**config.mk**
```make
export PLATFORM = sky130hd
export DESIGN_NAME = servo_throttle_calibrator_unit_flat
export DESIGN_NICKNAME = d
export VERILOG_FILES = /design/src/sv/stc_pkg.sv /design/src/sv/stc_if.sv /design/src/sv/stc_divider.sv /design/src/sv/servo_throttle_calibrator_unit.sv /design/src/flat_wrapper.sv
export SDC_FILE = /design/constraint.sdc
export NUM_CORES = 1
export LEC_CHECK = 0
export BUFFER_PORTS_ARGS = -buffer_cell sky130_fd_sc_hd__buf_2
export CORE_AREA = 2 2 231 233
export DETAILED_ROUTE_END_ITERATION = 12
export DIE_AREA = 0 0 233 235
export GPL_TIMING_DRIVEN = 0
export PLACE_DENSITY_LB_ADDON = 0.05
export RECOVER_POWER = 100
export SKIP_LAST_GASP = 1
export SLEW_MARGIN = 20
export SYNTH_ARGS = -nofsm -noshare
export SYNTH_HDL_FRONTEND = slang
export SYNTH_SLANG_ARGS = --single-unit
export TNS_END_PERCENT = 1
```
**constraint.sdc**
```tcl
create_clock -name clk -period 6.9 [get_ports clk]
set_input_delay 0.345 -clock clk [delete_from_list [all_inputs] [get_ports clk]]
set_output_delay 0.345 -clock clk [all_outputs]
set_load 0.02 [all_outputs]
```
**src/sv/stc_pkg.sv**
```systemverilog
// Shared types, codes and constants for the servo throttle calibrator.
// No dependencies; compiled first.
package stc_pkg;

    localparam int DATA_W = 16;
    localparam int DIVIDEND_W = 30;
    localparam int DIV_STEPS = DIVIDEND_W;
    localparam int DIV_CNT_W = $clog2(DIV_STEPS);

    localparam logic [DATA_W-1:0] DEFAULT_IDLE_US = 16'd1000;
    localparam logic [DATA_W-1:0] DEFAULT_FULL_US = 16'd2000;
    localparam logic [DATA_W-1:0] SERVO_MIN_RST = 16'd500;
    localparam logic [DATA_W-1:0] SERVO_MAX_RST = 16'd2500;
    localparam logic [DATA_W-1:0] MIN_SPAN_RST = 16'd100;

    localparam logic [13:0] PCT_FULL_SCALE = 14'd10000;
    localparam logic [6:0] PCT_QUERY_MAX = 7'd100;

    // Command codes
    localparam logic [3:0] FN_SET_PCT = 4'd0;
    localparam logic [3:0] FN_SET_WIDTH = 4'd1;
    localparam logic [3:0] FN_GO_IDLE = 4'd2;
    localparam logic [3:0] FN_BEGIN_CAL = 4'd3;
    localparam logic [3:0] FN_JOG_IDLE = 4'd4;
    localparam logic [3:0] FN_JOG_FULL = 4'd5;
    localparam logic [3:0] FN_SAVE = 4'd6;
    localparam logic [3:0] FN_CANCEL = 4'd7;
    localparam logic [3:0] FN_QUERY_PCT = 4'd8;

    // Status codes
    localparam logic [2:0] ST_OK = 3'd0;
    localparam logic [2:0] ST_IGNORED = 3'd1;
    localparam logic [2:0] ST_ENGINE = 3'd2;
    localparam logic [2:0] ST_RANGE = 3'd3;
    localparam logic [2:0] ST_SPAN = 3'd4;

    // Register indexes
    localparam logic [1:0] REG_SERVO_MIN = 2'd0;
    localparam logic [1:0] REG_SERVO_MAX = 2'd1;
    localparam logic [1:0] REG_MIN_SPAN = 2'd2;

    typedef struct packed {
        logic                  start;
        logic [DIVIDEND_W-1:0] dividend;
        logic [DATA_W-1:0]     divisor;
    } stc_div_req_t;

    typedef struct packed {
        logic                  done;
        logic [DIVIDEND_W-1:0] quotient;
    } stc_div_rsp_t;

    // Raise to min first, then lower to max (max wins if the range is inverted)
    function automatic logic [DATA_W-1:0] clamp_servo(
        input logic [DATA_W-1:0] w,
        input logic [DATA_W-1:0] lo,
        input logic [DATA_W-1:0] hi
    );
        logic [DATA_W-1:0] v;
        begin
            v = (w < lo) ? lo : w;
            clamp_servo = (v > hi) ? hi : v;
        end
    endfunction

endpackage

```
**src/sv/stc_if.sv**
```systemverilog
// Command and response channel interfaces for the servo throttle calibrator.
// Depends on nothing; valid/ready handshake with source and sink modports.
interface stc_cmd_if;
    logic               valid;
    logic               ready;
    logic [3:0]         func;
    logic [15:0]        width_us;
    logic signed [15:0] pct_hundredths;
    logic               engine_running;

    modport source (output valid, func, width_us, pct_hundredths, engine_running,
                    input ready);
    modport sink (input valid, func, width_us, pct_hundredths, engine_running,
                  output ready);
endinterface

interface stc_rsp_if;
    logic        valid;
    logic        ready;
    logic [15:0] servo_width;
    logic        servo_drive;
    logic [2:0]  status;
    logic [6:0]  percent_out;
    logic        in_calibration;

    modport source (output valid, servo_width, servo_drive, status, percent_out,
                    in_calibration, input ready);
    modport sink (input valid, servo_width, servo_drive, status, percent_out,
                  in_calibration, output ready);
endinterface

```
**src/sv/stc_divider.sv**
```systemverilog
// Restoring unsigned divider, one quotient bit per cycle.
// Depends on stc_pkg.
module stc_divider
    import stc_pkg::*;
(
    input  logic         clk,
    input  logic         rst_n,
    input  stc_div_req_t req,
    output stc_div_rsp_t rsp
);

    logic                  busy_reg, busy_next;
    logic                  done_reg, done_next;
    logic [DIV_CNT_W-1:0]  cnt_reg, cnt_next;
    logic [DIVIDEND_W-1:0] quo_reg, quo_next;
    logic [DATA_W-1:0]     rem_reg, rem_next;
    logic [DATA_W-1:0]     den_reg, den_next;
    logic [DATA_W:0]       trial;
    logic [DATA_W:0]       diff;

    always_comb
    begin
        busy_next = busy_reg;
        done_next = 1'b0;
        cnt_next  = cnt_reg;
        quo_next  = quo_reg;
        rem_next  = rem_reg;
        den_next  = den_reg;
        trial     = {rem_reg, quo_reg[DIVIDEND_W-1]};
        diff      = trial - {1'b0, den_reg};
        if (req.start)
        begin
            busy_next = 1'b1;
            cnt_next  = '0;
            quo_next  = req.dividend;
            rem_next  = '0;
            den_next  = req.divisor;
        end
        else if (busy_reg)
        begin
            if (trial >= {1'b0, den_reg})
            begin
                rem_next = diff[DATA_W-1:0];
                quo_next = {quo_reg[DIVIDEND_W-2:0], 1'b1};
            end
            else
            begin
                rem_next = trial[DATA_W-1:0];
                quo_next = {quo_reg[DIVIDEND_W-2:0], 1'b0};
            end
            cnt_next = cnt_reg + 1'b1;
            if (cnt_reg == DIV_CNT_W'(DIV_STEPS - 1))
            begin
                busy_next = 1'b0;
                done_next = 1'b1;
            end
        end
    end

    always_ff @(posedge clk or negedge rst_n)
    begin
        if (!rst_n)
        begin
            busy_reg <= 1'b0;
            done_reg <= 1'b0;
            cnt_reg  <= '0;
        end
        else
        begin
            busy_reg <= busy_next;
            done_reg <= done_next;
            cnt_reg  <= cnt_next;
        end
    end

    always_ff @(posedge clk)
    begin
        quo_reg <= quo_next;
        rem_reg <= rem_next;
        den_reg <= den_next;
    end

    assign rsp.done     = done_reg;
    assign rsp.quotient = quo_reg;

endmodule

```
**src/sv/servo_throttle_calibrator_unit.sv**
```systemverilog
// Servo throttle calibrator top level: command decode, endpoint state, sequencer.
// Depends on stc_pkg, stc_if.sv and stc_divider.
//
// Usage
//   cmd (sink): one command per transfer; rsp (source): exactly one response
//   per command, in order. cfg_we/cfg_index/cfg_data write the servo range and
//   minimum span registers; write them only while no command is in flight.
//   Commands are taken one at a time: cmd.ready is high only while the
//   sequencer is idle.
//   Plain commands go from the transfer through the done state to the response.
//   Set percent outside calibration and percent query on a non-degenerate
//   window also pass through the multiply state and the shared 30-step
//   restoring divider before the done state.
//   The response sits in an output register, so a new command is taken while
//   the previous response still waits; a command that finishes while the
//   register is full holds until rsp.ready frees it.
//   Reset: window 1000..2000 us (active and pending), normal mode, servo
//   range 500..2500 us, minimum span 100 us, no response pending.
module servo_throttle_calibrator_unit
    import stc_pkg::*;
(
    input  logic             clk,
    input  logic             rst_n,
    stc_cmd_if.sink          cmd,
    stc_rsp_if.source        rsp,
    input  logic             cfg_we,
    input  logic [1:0]       cfg_index,
    input  logic [DATA_W-1:0] cfg_data
);

    localparam logic [1:0] S_IDLE = 2'd0;
    localparam logic [1:0] S_MUL  = 2'd1;
    localparam logic [1:0] S_DIV  = 2'd2;
    localparam logic [1:0] S_DONE = 2'd3;

    logic [1:0]        state_reg, state_next;
    logic [DATA_W-1:0] smin_reg, smax_reg, span_min_reg;
    logic [DATA_W-1:0] ai_reg, ai_next, af_reg, af_next;
    logic [DATA_W-1:0] pi_reg, pi_next, pf_reg, pf_next;
    logic              cal_reg, cal_next;

    logic [DATA_W-1:0] mul_a_reg, mul_a_next;
    logic [13:0]       mul_b_reg, mul_b_next;
    logic [DATA_W-1:0] den_reg, den_next;
    logic              neg_reg, neg_next;
    logic              query_reg, query_next;

    logic [DATA_W-1:0] res_width_reg, res_width_next;
    logic              res_drive_reg, res_drive_next;
    logic [2:0]        res_status_reg, res_status_next;
    logic [6:0]        res_pct_reg, res_pct_next;
    logic              res_cal_reg, res_cal_next;

    logic              rsp_valid_reg, rsp_valid_next;
    logic              rsp_load;
    logic [DATA_W-1:0] rsp_width_reg;
    logic              rsp_drive_reg;
    logic [2:0]        rsp_status_reg;
    logic [6:0]        rsp_pct_reg;
    logic              rsp_cal_reg;

    logic              accept;
    logic [13:0]       pct_clamped;
    logic [DATA_W:0]   win_span, win_mag, q_diff, q_mag, save_span;
    logic [DATA_W-1:0] jog_w;

    stc_div_req_t      div_req;
    stc_div_rsp_t      div_rsp;

    stc_divider u_div (
        .clk   (clk),
        .rst_n (rst_n),
        .req   (div_req),
        .rsp   (div_rsp)
    );

    assign cmd.ready = (state_reg == S_IDLE);
    assign accept    = cmd.valid && (state_reg == S_IDLE);

    always_comb
    begin
        if (cmd.pct_hundredths < 0)
            pct_clamped = '0;
        else if (cmd.pct_hundredths > $signed({2'b00, PCT_FULL_SCALE}))
            pct_clamped = PCT_FULL_SCALE;
        else
            pct_clamped = cmd.pct_hundredths[13:0];
        win_span  = {1'b0, af_reg} - {1'b0, ai_reg};
        win_mag   = win_span[DATA_W] ? (~win_span + 1'b1) : win_span;
        q_diff    = {1'b0, cmd.width_us} - {1'b0, ai_reg};
        q_mag     = q_diff[DATA_W] ? (~q_diff + 1'b1) : q_diff;
        save_span = {1'b0, pf_reg} - {1'b0, pi_reg};
        jog_w     = clamp_servo(cmd.width_us, smin_reg, smax_reg);
    end

    always_comb
    begin
        state_next      = state_reg;
        ai_next         = ai_reg;
        af_next         = af_reg;
        pi_next         = pi_reg;
        pf_next         = pf_reg;
        cal_next        = cal_reg;
        mul_a_next      = mul_a_reg;
        mul_b_next      = mul_b_reg;
        den_next        = den_reg;
        neg_next        = neg_reg;
        query_next      = query_reg;
        res_width_next  = res_width_reg;
        res_drive_next  = res_drive_reg;
        res_status_next = res_status_reg;
        res_pct_next    = res_pct_reg;
        res_cal_next    = res_cal_reg;
        div_req.start    = 1'b0;
        div_req.dividend = {{(DIVIDEND_W-DATA_W){1'b0}}, mul_a_reg}
                         * {{(DIVIDEND_W-14){1'b0}}, mul_b_reg};
        div_req.divisor  = den_reg;
        rsp_load       = 1'b0;
        rsp_valid_next = rsp_valid_reg && !rsp.ready;

        case (state_reg)
            S_IDLE:
            begin
                if (accept)
                begin
                    res_width_next  = '0;
                    res_drive_next  = 1'b0;
                    res_status_next = ST_OK;
                    res_pct_next    = '0;
                    state_next      = S_DONE;
                    case (cmd.func)
                        FN_SET_PCT:
                        begin
                            if (cal_reg)
                                res_status_next = ST_IGNORED;
                            else
                            begin
                                mul_a_next = win_mag[DATA_W-1:0];
                                mul_b_next = pct_clamped;
                                den_next   = {2'b00, PCT_FULL_SCALE};
                                neg_next   = win_span[DATA_W];
                                query_next = 1'b0;
                                state_next = S_MUL;
                            end
                        end
                        FN_SET_WIDTH:
                        begin
                            if (cal_reg)
                                res_status_next = ST_IGNORED;
                            else
                            begin
                                res_width_next = jog_w;
                                res_drive_next = 1'b1;
                            end
                        end
                        FN_GO_IDLE:
                        begin
                            if (cal_reg)
                                res_status_next = ST_IGNORED;
                            else
                            begin
                                res_width_next = ai_reg;
                                res_drive_next = 1'b1;
                            end
                        end
                        FN_BEGIN_CAL:
                        begin
                            if (cmd.engine_running)
                                res_status_next = ST_ENGINE;
                            else
                            begin
                                pi_next  = ai_reg;
                                pf_next  = af_reg;
                                cal_next = 1'b1;
                            end
                        end
                        FN_JOG_IDLE:
                        begin
                            if (!cal_reg)
                                res_status_next = ST_IGNORED;
                            else
                            begin
                                pi_next        = jog_w;
                                res_width_next = jog_w;
                                res_drive_next = 1'b1;
                            end
                        end
                        FN_JOG_FULL:
                        begin
                            if (!cal_reg)
                                res_status_next = ST_IGNORED;
                            else
                            begin
                                pf_next        = jog_w;
                                res_width_next = jog_w;
                                res_drive_next = 1'b1;
                            end
                        end
                        FN_SAVE:
                        begin
                            if (!cal_reg)
                                res_status_next = ST_IGNORED;
                            else if (pi_reg < smin_reg || pf_reg > smax_reg)
                                res_status_next = ST_RANGE;
                            else if ($signed(save_span) < $signed({1'b0, span_min_reg}))
                                res_status_next = ST_SPAN;
                            else
                            begin
                                ai_next        = pi_reg;
                                af_next        = pf_reg;
                                cal_next       = 1'b0;
                                res_width_next = pi_reg;
                                res_drive_next = 1'b1;
                            end
                        end
                        FN_CANCEL:
                        begin
                            if (!cal_reg)
                                res_status_next = ST_IGNORED;
                            else
                            begin
                                cal_next       = 1'b0;
                                res_width_next = ai_reg;
                                res_drive_next = 1'b1;
                            end
                        end
                        FN_QUERY_PCT:
                        begin
                            // degenerate window answers 0 without dividing
                            if (win_span != '0)
                            begin
                                mul_a_next = q_mag[DATA_W-1:0];
                                mul_b_next = {7'd0, PCT_QUERY_MAX};
                                den_next   = win_mag[DATA_W-1:0];
                                neg_next   = q_diff[DATA_W] ^ win_span[DATA_W];
                                query_next = 1'b1;
                                state_next = S_MUL;
                            end
                        end
                        default:
                        begin
                            res_status_next = ST_IGNORED;
                        end
                    endcase
                    res_cal_next = cal_next;
                end
            end
            S_MUL:
            begin
                div_req.start = 1'b1;
                state_next    = S_DIV;
            end
            S_DIV:
            begin
                if (div_rsp.done)
                begin
                    if (query_reg)
                    begin
                        if (neg_reg)
                            res_pct_next = '0;
                        else if (div_rsp.quotient > {{(DIVIDEND_W-7){1'b0}}, PCT_QUERY_MAX})
                            res_pct_next = PCT_QUERY_MAX;
                        else
                            res_pct_next = div_rsp.quotient[6:0];
                    end
                    else
                    begin
                        res_width_next = neg_reg ? (ai_reg - div_rsp.quotient[DATA_W-1:0])
                                                 : (ai_reg + div_rsp.quotient[DATA_W-1:0]);
                        res_drive_next = 1'b1;
                    end
                    state_next = S_DONE;
                end
            end
            S_DONE:
            begin
                if (!rsp_valid_reg || rsp.ready)
                begin
                    rsp_load       = 1'b1;
                    rsp_valid_next = 1'b1;
                    state_next     = S_IDLE;
                end
            end
            default:
            begin
                state_next = S_IDLE;
            end
        endcase
    end

    always_ff @(posedge clk or negedge rst_n)
    begin
        if (!rst_n)
        begin
            state_reg     <= S_IDLE;
            smin_reg      <= SERVO_MIN_RST;
            smax_reg      <= SERVO_MAX_RST;
            span_min_reg  <= MIN_SPAN_RST;
            ai_reg        <= DEFAULT_IDLE_US;
            af_reg        <= DEFAULT_FULL_US;
            pi_reg        <= DEFAULT_IDLE_US;
            pf_reg        <= DEFAULT_FULL_US;
            cal_reg       <= 1'b0;
            rsp_valid_reg <= 1'b0;
        end
        else
        begin
            state_reg     <= state_next;
            ai_reg        <= ai_next;
            af_reg        <= af_next;
            pi_reg        <= pi_next;
            pf_reg        <= pf_next;
            cal_reg       <= cal_next;
            rsp_valid_reg <= rsp_valid_next;
            if (cfg_we)
            begin
                case (cfg_index)
                    REG_SERVO_MIN: smin_reg <= cfg_data;
                    REG_SERVO_MAX: smax_reg <= cfg_data;
                    REG_MIN_SPAN:  span_min_reg <= cfg_data;
                    default:       ;
                endcase
            end
        end
    end

    always_ff @(posedge clk)
    begin
        mul_a_reg      <= mul_a_next;
        mul_b_reg      <= mul_b_next;
        den_reg        <= den_next;
        neg_reg        <= neg_next;
        query_reg      <= query_next;
        res_width_reg  <= res_width_next;
        res_drive_reg  <= res_drive_next;
        res_status_reg <= res_status_next;
        res_pct_reg    <= res_pct_next;
        res_cal_reg    <= res_cal_next;
        if (rsp_load)
        begin
            rsp_width_reg  <= res_width_reg;
            rsp_drive_reg  <= res_drive_reg;
            rsp_status_reg <= res_status_reg;
            rsp_pct_reg    <= res_pct_reg;
            rsp_cal_reg    <= res_cal_reg;
        end
    end

    assign rsp.valid          = rsp_valid_reg;
    assign rsp.servo_width    = rsp_width_reg;
    assign rsp.servo_drive    = rsp_drive_reg;
    assign rsp.status         = rsp_status_reg;
    assign rsp.percent_out    = rsp_pct_reg;
    assign rsp.in_calibration = rsp_cal_reg;

    // mode flag only moves on a command transfer
    a_cal_on_transfer: assert property (@(posedge clk) disable iff (!rst_n)
        !$stable(cal_reg) |-> $past(accept))
        else $error("calibration flag changed without a command transfer");

    a_div_done_state: assert property (@(posedge clk) disable iff (!rst_n)
        div_rsp.done |-> (state_reg == S_DIV))
        else $error("divider finished outside the divide state");

    a_no_drive_zero: assert property (@(posedge clk) disable iff (!rst_n)
        (rsp_valid_reg && !rsp_drive_reg) |-> (rsp_width_reg == '0))
        else $error("undriven response carries a width");

    a_pct_range: assert property (@(posedge clk) disable iff (!rst_n)
        rsp_valid_reg |-> (rsp_pct_reg <= PCT_QUERY_MAX))
        else $error("query answer above full scale");

    a_no_overwrite: assert property (@(posedge clk) disable iff (!rst_n)
        (rsp_load && rsp_valid_reg) |-> rsp.ready)
        else $error("response register overwritten before transfer");

endmodule

```
**src/flat_wrapper.sv**
```systemverilog
// flat-port wrapper written by rule: the top's interface ports become plain ports
module servo_throttle_calibrator_unit_flat import stc_pkg::*;
  (clk, rst_n, cfg_we, cfg_index, cfg_data, cmd_valid, cmd_func, cmd_width_us, cmd_pct_hundredths, cmd_engine_running, cmd_ready, rsp_valid, rsp_servo_width, rsp_servo_drive, rsp_status, rsp_percent_out, rsp_in_calibration, rsp_ready);
  stc_cmd_if cmd_i ();
  stc_rsp_if rsp_i ();
  input  logic clk;
  input  logic rst_n;
  input  logic cfg_we;
  input  logic [1:0] cfg_index;
  input  logic [DATA_W-1:0] cfg_data;
  input wire logic [$bits(cmd_i.valid)-1:0] cmd_valid;
  input wire logic [$bits(cmd_i.func)-1:0] cmd_func;
  input wire logic [$bits(cmd_i.width_us)-1:0] cmd_width_us;
  input wire logic [$bits(cmd_i.pct_hundredths)-1:0] cmd_pct_hundredths;
  input wire logic [$bits(cmd_i.engine_running)-1:0] cmd_engine_running;
  output wire logic [$bits(cmd_i.ready)-1:0] cmd_ready;
  output wire logic [$bits(rsp_i.valid)-1:0] rsp_valid;
  output wire logic [$bits(rsp_i.servo_width)-1:0] rsp_servo_width;
  output wire logic [$bits(rsp_i.servo_drive)-1:0] rsp_servo_drive;
  output wire logic [$bits(rsp_i.status)-1:0] rsp_status;
  output wire logic [$bits(rsp_i.percent_out)-1:0] rsp_percent_out;
  output wire logic [$bits(rsp_i.in_calibration)-1:0] rsp_in_calibration;
  input wire logic [$bits(rsp_i.ready)-1:0] rsp_ready;
  assign cmd_i.valid = cmd_valid;
  assign cmd_i.func = cmd_func;
  assign cmd_i.width_us = cmd_width_us;
  assign cmd_i.pct_hundredths = cmd_pct_hundredths;
  assign cmd_i.engine_running = cmd_engine_running;
  assign cmd_ready = cmd_i.ready;
  assign rsp_valid = rsp_i.valid;
  assign rsp_servo_width = rsp_i.servo_width;
  assign rsp_servo_drive = rsp_i.servo_drive;
  assign rsp_status = rsp_i.status;
  assign rsp_percent_out = rsp_i.percent_out;
  assign rsp_in_calibration = rsp_i.in_calibration;
  assign rsp_i.ready = rsp_ready;
  servo_throttle_calibrator_unit u_core (.clk(clk), .rst_n(rst_n), .cmd(cmd_i), .rsp(rsp_i), .cfg_we(cfg_we), .cfg_index(cfg_index), .cfg_data(cfg_data));
endmodule
```
==> metrics.txt, run 1 <==
placed cell area 27300 sq um; grt met3 use 0.0363; WS Path Type reg2reg; Async SR Flop Fraction 0.426; Slew Viols, Final 155; Reg power frac 0.311; slowest stage delay, CP approximately 0.56 ns; max reg flops 30; Clock Skew between 0.03 and 0.04 ns; commonest non-fill, non-tap cell in the layout inv_1; Die Wd 233 um; RePlAce Congestion 1.01; layout cells sized above 1 0.110; flops & latches, synth 289; GR Layer Usage met1 0.374; GR peak layer met2; family with the most delay on the worst path adder cells; Critical Path Most Common Cell fa_1; CP bufs+invs 6; CP cell instances buf_8 -> and2_1 -> fa_1 -> inv_1 -> fa_1 -> inv_1 -> fa_1 -> fa_1 -> fa_1 -> inv_1 -> fa_1 -> inv_1 -> ha_4 -> a21o_1 -> a211o_1 -> o211ai_1 -> a21boi_2 -> o21ai_1 -> o211ai_1 -> buf_4 -> a21oi_2 -> a221oi_2 -> xnor2_1 -> mux2_2; cell area after synthesis between 20000 and 30000 sq um; largest net degree at the start of global routing between 80 and 90; Via Count 20.6k; PortBufs 89; critical path required time 7.20 ns; Routed wire per std cell roughly 23 um; Vert. Die Dim 235 um; switching share of power 0.411; syn_nets 3175; Cells after Synth 2686; CTS tree done; WL final about 83000 um; # diodes 0; total negative slack 0 ns; CP Launch Type flip-flop; Clock transition at path regs 0.06 ns; CTS Root Buffer Type clkbuf_16; Design Area, Final 28900 sq um; Min Clock Period, post-route 6.81 ns; Detail Placement HPWL ~67000 um; status complete, but fails checks; most frequent cells in the layout 330 x inv_1, 269 x nand2_1, 254 x ha_1, 170 x fa_1, 150 x edfxtp_1; pwr dens 319 nW/um^2; worst rel slew slack -0.537; FMAX 147 MHz; Distinct cells, synth 84; core area 52200 sq um; clock sink count 289; Seq/Total Area, Yosys 0.308; Internal Power approximately 0.0054 W; Skew-Pair Late Insertion Delay ~0.56 ns; Worst Hold Class in2reg; Crit-path slowest cell fa_1; Mapped Avg Cell Area between 9 and 10 sq um; met2 usage 0.533; vias in the first global route 21.2k; total CTS buffers 37; Initial Util 0.494; Comb power frac 0.465; initial antenna violation count 0; final worst path period share 0.986; gr usage total 0.309; setup violators final 0; H-tree depth 2; final hold violations 0; Antenna Violating Nets Remaining 0; # DRC 0; total power 0.00921 W; area delta synth->final 11.8%; total gr overflow 0; Max Cap Viol 3; Switching Power 0.00379 W; Syn. warnings 0; Leakage around 13 nW; failing checks max-capacitance violations, max-slew violations; DR iter-0 viols 1344; peak supply drop 0.262 mV; EDFF count, synth 150; CTS max path bufs 3; Worst EP arrival 7.11 ns; # rows 84; CP endpoint kind flip-flop; CP max FO 6; share of total power in the clock network 0.224; first-pass GRT wire length 127000 um; First-pass DRT Iterations 5; I/O pins 90; die footprint around 55000 sq um; Worst-Margin Slew between 2 and 2.5 ns; final net count 3337; RSZ-0062 raised after global routing yes; Main synth FF type edfxtp_1; Vias per Instance 5.78
cells in the mapped netlist, types with 9 or more instances:
cell / count / area [sq um]
a221o_1: 10 / 100
nand3_1: 31 / 155
o211ai_1: 16 / 120
mux2i_1: 38 / 380
dfrtp_1: 85 / 2130
nand2_1: 269 / 1010
clkbuf_1: 79 / 297
inv_1: 330 / 1240
a21o_1: 49 / 368
nand2b_1: 24 / 150
mux2_1: 15 / 169
edfxtp_1: 150 / 4500
a21oi_1: 137 / 686
nor2b_1: 23 / 144
xnor2_1: 67 / 587
ha_1: 259 / 3240
o21bai_1: 12 / 90.1
fa_1: 170 / 3400
o31a_1: 9 / 78.8
a211oi_1: 18 / 135
mux2_2: 60 / 676
o21ai_0: 99 / 495
and2_1: 118 / 738
nor4_1: 24 / 150
a211o_1: 12 / 105
dfxtp_1: 16 / 320
dfstp_2: 38 / 998
o221ai_1: 10 / 87.6
xor2_1: 57 / 499
a31oi_1: 17 / 106
or3_1: 22 / 138
nor2_1: 150 / 563
o21ai_1: 16 / 80.1
nor3_1: 37 / 185
buf_2: 9 / 45.0
a221oi_1: 12 / 105
nand4_1: 21 / 131
o21a_1: 39 / 293
logic make-up after synthesis:
group / synth area share
adders and majority gates: 0.257
AOI/OAI and AO/OA: 0.139
xor gates and xnor gates: 0.0421
muxes: 0.0474
and+or+nand+nor: 0.144
DFF: 0.308
buffers and inverters: 0.0629
path summary, 6_finish.rpt:
| path | start | cells past startpoint | to | slack [ns] |
|---|---|---|---|---|
| worst min-delay path | cfg_data[5] | 3 | u_core.smin_reg[5] | 0.04 |
| worst min register to register | u_core.res_status_reg[0] | 0 | u_core.rsp.status[0] | 0.42 |
| worst max-delay path | u_core.mul_b_reg[4] | 24 | u_core.u_div.quo_reg[28] | 0.09 |
| min in group asynchronous | rst_n | 2 | u_core.span_min_reg[3] | 1.02 |
| max in group asynchronous | rst_n | 3 | u_core.u_div.busy_reg | 2.60 |
| worst max register to register | u_core.mul_b_reg[4] | 24 | u_core.u_div.quo_reg[28] | 0.09 |
worst register-to-register path: stages (launching register included):
cell and delay, ns:
edfxtp_1 0.52, buf_8 0.20, and2_1 0.17, fa_1 0.53
inv_1 0.05, fa_1 0.52, inv_1 0.05, fa_1 0.49
fa_1 0.48, fa_1 0.54, inv_1 0.07, fa_1 0.56
inv_1 0.07, ha_4 0.27, a21o_1 0.20, a211o_1 0.29
o211ai_1 0.13, a21boi_2 0.22, o21ai_1 0.08, o211ai_1 0.18
buf_4 0.16, a21oi_2 0.07, a221oi_2 0.28, xnor2_1 0.14
mux2_2 0.27
cell type report:
type / count / area [sq um]
clock inverters: 21 / 265
multi-input cells: 1970 / 16400
inverters: 334 / 1250
flip-flops and latches: 289 / 7950
plain buffers: 92 / 453
repair buffers: 124 / 696
well taps: 688 / 861
fillers: 4705 / 23400
clock buffers: 46 / 1020
what timing repair did:
| item | 4_1_cts | 5_1_grt |
|---|---|---|
| hold buffers | 1 | 0 |
| buffers inserted | 10 | 19 |
| cloned | 0 | 0 |
| setup endpoints to repair | 12 | 43 |
| endpoints found under the hold margin | 37 | 0 |
| resized for setup | 38 | 36 |
| pin swaps | 1 | 13 |
layer usage:
metal / vias up / part of all wire / wire, um
met2: 621 / 0.49 / 40900
met1: 10163 / 0.40 / 33300
met3: 192 / 0.047 / 3880
li1: 9625 / - / -
met5: - / 0 / 0
met4: 0 / 0.062 / 5140
power groups by stage:
| stage | Combinational [W] | Clock (W) | Sequential (W) |
|---|---|---|---|
| floorplan | 0.00296 | 0 | 0.00274 |
| global placement | 0.00410 | 0 | 0.00287 |
| detailed placement | 0.00420 | 0 | 0.00287 |
| CTS | 0.00425 | 0.00209 | 0.00285 |
| global route | 0.00474 | 0.00216 | 0.00290 |
| finish | 0.00428 | 0.00206 | 0.00287 |
through the flow:
stage | worst slack [ns] | util | std cells | hold WS [ns]
after floorplan | 0.484 | - | 2686 | 0.0494
after global placement | -0.624 | 0.519 | 3463 | 0.408
after detailed placement | -0.639 | 0.522 | 3468 | 0.245
after CTS | -0.0927 | 0.550 | 3545 | 0.0224
after global routing | -0.173 | 0.553 | 3564 | 0.0479
final | 0.0936 | 0.553 | 3564 | 0.0427
No activity file was read; power rests on OpenSTA's default activity.
==> run 2: changes to the inputs <==
Settings changed: CORE_AREA 2 2 231 233 to 2 2 275 277, DIE_AREA 0 0 233 235 to 0 0 277 279, GPL_TIMING_DRIVEN 0 to not set.
Clock period 6.9 ns to 6.1 ns, I/O delays scaled along.
==> run 2 against run 1 <==
The flow finishes with violations (max-capacitance violations, max-slew violations, negative setup slack). Sequential cell count did not move. Register-to-register slack got worse by 0.43 ns. Clock power rose by 16%. Final cell count rose by 9.7%. Utilization fell by 15 points. Via count fell by 2.0%. Non-clock buffer count rose by 58. Routed wire length fell by 0.67%. Sequential share of layout area fell by 1.1 points. Global-route usage fell by 9.3 points. Combinational power rose by 18%. Critical endpoint unchanged. Largest power group unchanged.
==> metrics.txt, run 2 (synthesis gave the netlist of run 1 again) <==
Critical Path Most Common Cell fa_1; CP Launch Type flip-flop; clock sink count 289 (unchanged); WS Path Type reg2reg; die footprint 77300 sq um (+41%); Max Cap Viol 5 (+2); most frequent cells in the layout 323 x inv_1, 269 x nand2_1, 253 x ha_1, 165 x fa_1, 151 x buf_4; PnR worst setup slack -0.340 ns (-0.434 ns); Skew-Pair Late Insertion Delay 0.59 ns (+0.03 ns); DR iter-0 viols 1022 (-24%); total gr overflow 0 (unchanged); WL final 82700 um (-0.67%); CTS tree done; Core Util, Final 0.406 (-0.147); Clock transition at path regs 0.06 ns (about the same); Crit-path slowest cell fa_2; Min Clock Period, post-route 6.44 ns (-0.366 ns); peak supply drop 0.229 mV (-13%); worst rel slew slack -1.79 (-1.25); Worst-Margin Slew 4.18 ns (+1.88 ns); Clock Skew 0.0313 ns (+0.00121 ns); CP bufs+invs 4 (-2); Slew Viols, Final 221 (+43%); FMAX 155 MHz (+5.7%); total negative slack -2.16 ns (-2.16 ns); commonest non-fill, non-tap cell in the layout inv_1; CTS max path bufs 3 (unchanged); CP cell instances and2_4 -> fa_1 -> inv_1 -> fa_1 -> inv_2 -> fa_2 -> fa_1 -> fa_1 -> inv_2 -> fa_1 -> inv_2 -> ha_4 -> a21o_1 -> a211o_1 -> o211ai_1 -> a21boi_2 -> o21ai_2 -> o211ai_1 -> a21oi_2 -> a221oi_2 -> xnor2_1 -> mux2_4; Vert. Die Dim 279 um (+19%); vias in the first global route 21.4k (+0.58%); first-pass GRT wire length 129000 um (+1.4%); max reg flops 30 (unchanged); Worst Hold Class in2reg; failing checks max-capacitance violations, max-slew violations, negative setup slack; CTS Root Buffer Type clkbuf_16; largest net degree at the start of global routing 70 (-20%); Worst EP arrival 6.77 ns (-0.34 ns); final hold violations 0 (unchanged); Antenna Violating Nets Remaining 0 (unchanged); area delta synth->final 16.4%; H-tree depth 2 (unchanged); I/O pins 90 (unchanged); Leakage 13.7 nW (+3.8%); total CTS buffers 39 (+5.4%); RSZ-0062 raised after global routing yes; final net count 3397 (+1.8%); status complete, but fails checks; RePlAce Congestion 0.887 (-12%); worst hold path depth 2 (-1); pwr dens 354 nW/um^2 (+11%); family with the most delay on the worst path adder cells; critical path required time 6.43 ns (-0.77 ns); layout cells sized above 1 0.151 (+0.0413); Die Wd 277 um (+19%); Vias per Instance 5.17 (-11%); First-pass DRT Iterations 7 (+2); PortBufs 89 (unchanged); Via Count 20.2k (-2.0%); Initial Util 0.349 (-0.146); CP endpoint kind flip-flop; gr usage total 0.217 (-0.0925); final worst path period share 1.06 (+0.0694); worst reg2reg path depth 22 (-8.3%); core area 74100 sq um (+42%); fill count 7320 (+56%); Routed wire per std cell 21.1 um (-9.4%); setup violators final 16 (+16); initial antenna violation count 0 (unchanged); Critical Path Stages 22 (-8.3%); # DRC 0 (unchanged); slowest stage delay, CP 0.62 ns (+0.06 ns); Detail Placement HPWL 67500 um (+0.65%); CP max FO 5 (-1); # rows 100 (+19%)
run 2: cell types whose count changed in the layout (fill, tap and decap cells not counted), moves of 7 or more:
cell and change:
inv_2 +7, clkbuf_1 -47, and2_4 +10, inv_1 -7, and2_1 -12, buf_4 +117
o21ai_1 -8, o21ai_0 +7, clkbuf_2 -7, buf_2 -11, dlygate4sd3_1 +16
run 2: repair_timing:
item	in CTS	in global routing
endpoints found under the hold margin	78	0
setup buffers	10	7
pin swaps	21	34
resized for setup	13	29
hold buffers	17	0
endpoints found under the setup margin	17	19
run 2: worst paths after layout:
kind	startpoint	to	slack, ns
hold reg to reg	u_core.den_reg[11]	u_core.u_div.den_reg[11]	0.42
setup reg to reg	u_core.mul_b_reg[8]	u_core.u_div.quo_reg[28]	-0.34
max in group asynchronous	rst_n	u_core.u_div.cnt_reg[3]	1.16
setup / recovery	u_core.mul_b_reg[8]	u_core.u_div.quo_reg[28]	-0.34
hold / removal	cmd_pct_hundredths[13]	u_core.mul_b_reg[13]	0.04
min in group asynchronous	rst_n	u_core.span_min_reg[4]	1.75
run 2: cell type report:
type | count | area (sq um) | share of cell area
clock buffer | 50 | 1050 | 0.0348
tap | 969 | 1210 | 0.0403
clock inverter | 21 | 263 | 0.00874
timing repair buffer | 274 | 1850 | 0.0616
sequential | 289 | 7950 | 0.264
inverter | 334 | 1250 | 0.0417
antenna | 1 | 2.50 | 0.0000832
multi-input combinational | 1970 | 16500 | 0.548
run 2: where the power goes:
| part | total (W) | internal, W | switching (W) | leakage, nW |
|---|---|---|---|---|
| registers | 0.00319 | 0.00276 | 0.000436 | 2.95 |
| clock network | 0.00239 | 0.00144 | 0.000959 | 0.637 |
| logic | 0.00504 | 0.00216 | 0.00287 | 10.1 |
run 2: metal layers:
| layer | GRT usage | part of all wire | wire length (um) | vias to the layer above |
|---|---|---|---|---|
| li1 | - | - | - | 9745 |
| met1 | 0.263 | 0.42 | 35100 | 9968 |
| met2 | 0.391 | 0.50 | 41500 | 359 |
| met3 | 0.0238 | 0.029 | 2370 | 125 |
| met4 | 0.0914 | 0.045 | 3680 | 0 |
| met5 | 0 | 0 | 0 | - |
run 2: stage by stage:
stage | hold WS, ns | power [W] | cell area, sq um | setup slack, ns | std cells
after floorplan | 0.00941 | 0.00648 | 25900 | -0.0219 | 2686
after global placement | 0.376 | 0.00819 | 28400 | -0.395 | 3802
after detailed placement | 0.379 | 0.00825 | 28400 | -0.427 | 3802
after CTS | 0.00426 | 0.0108 | 30000 | -0.309 | 3900
after global routing | 0.0229 | 0.0115 | 30100 | -0.562 | 3907
final | 0.0357 | 0.0106 | 30100 | -0.340 | 3908
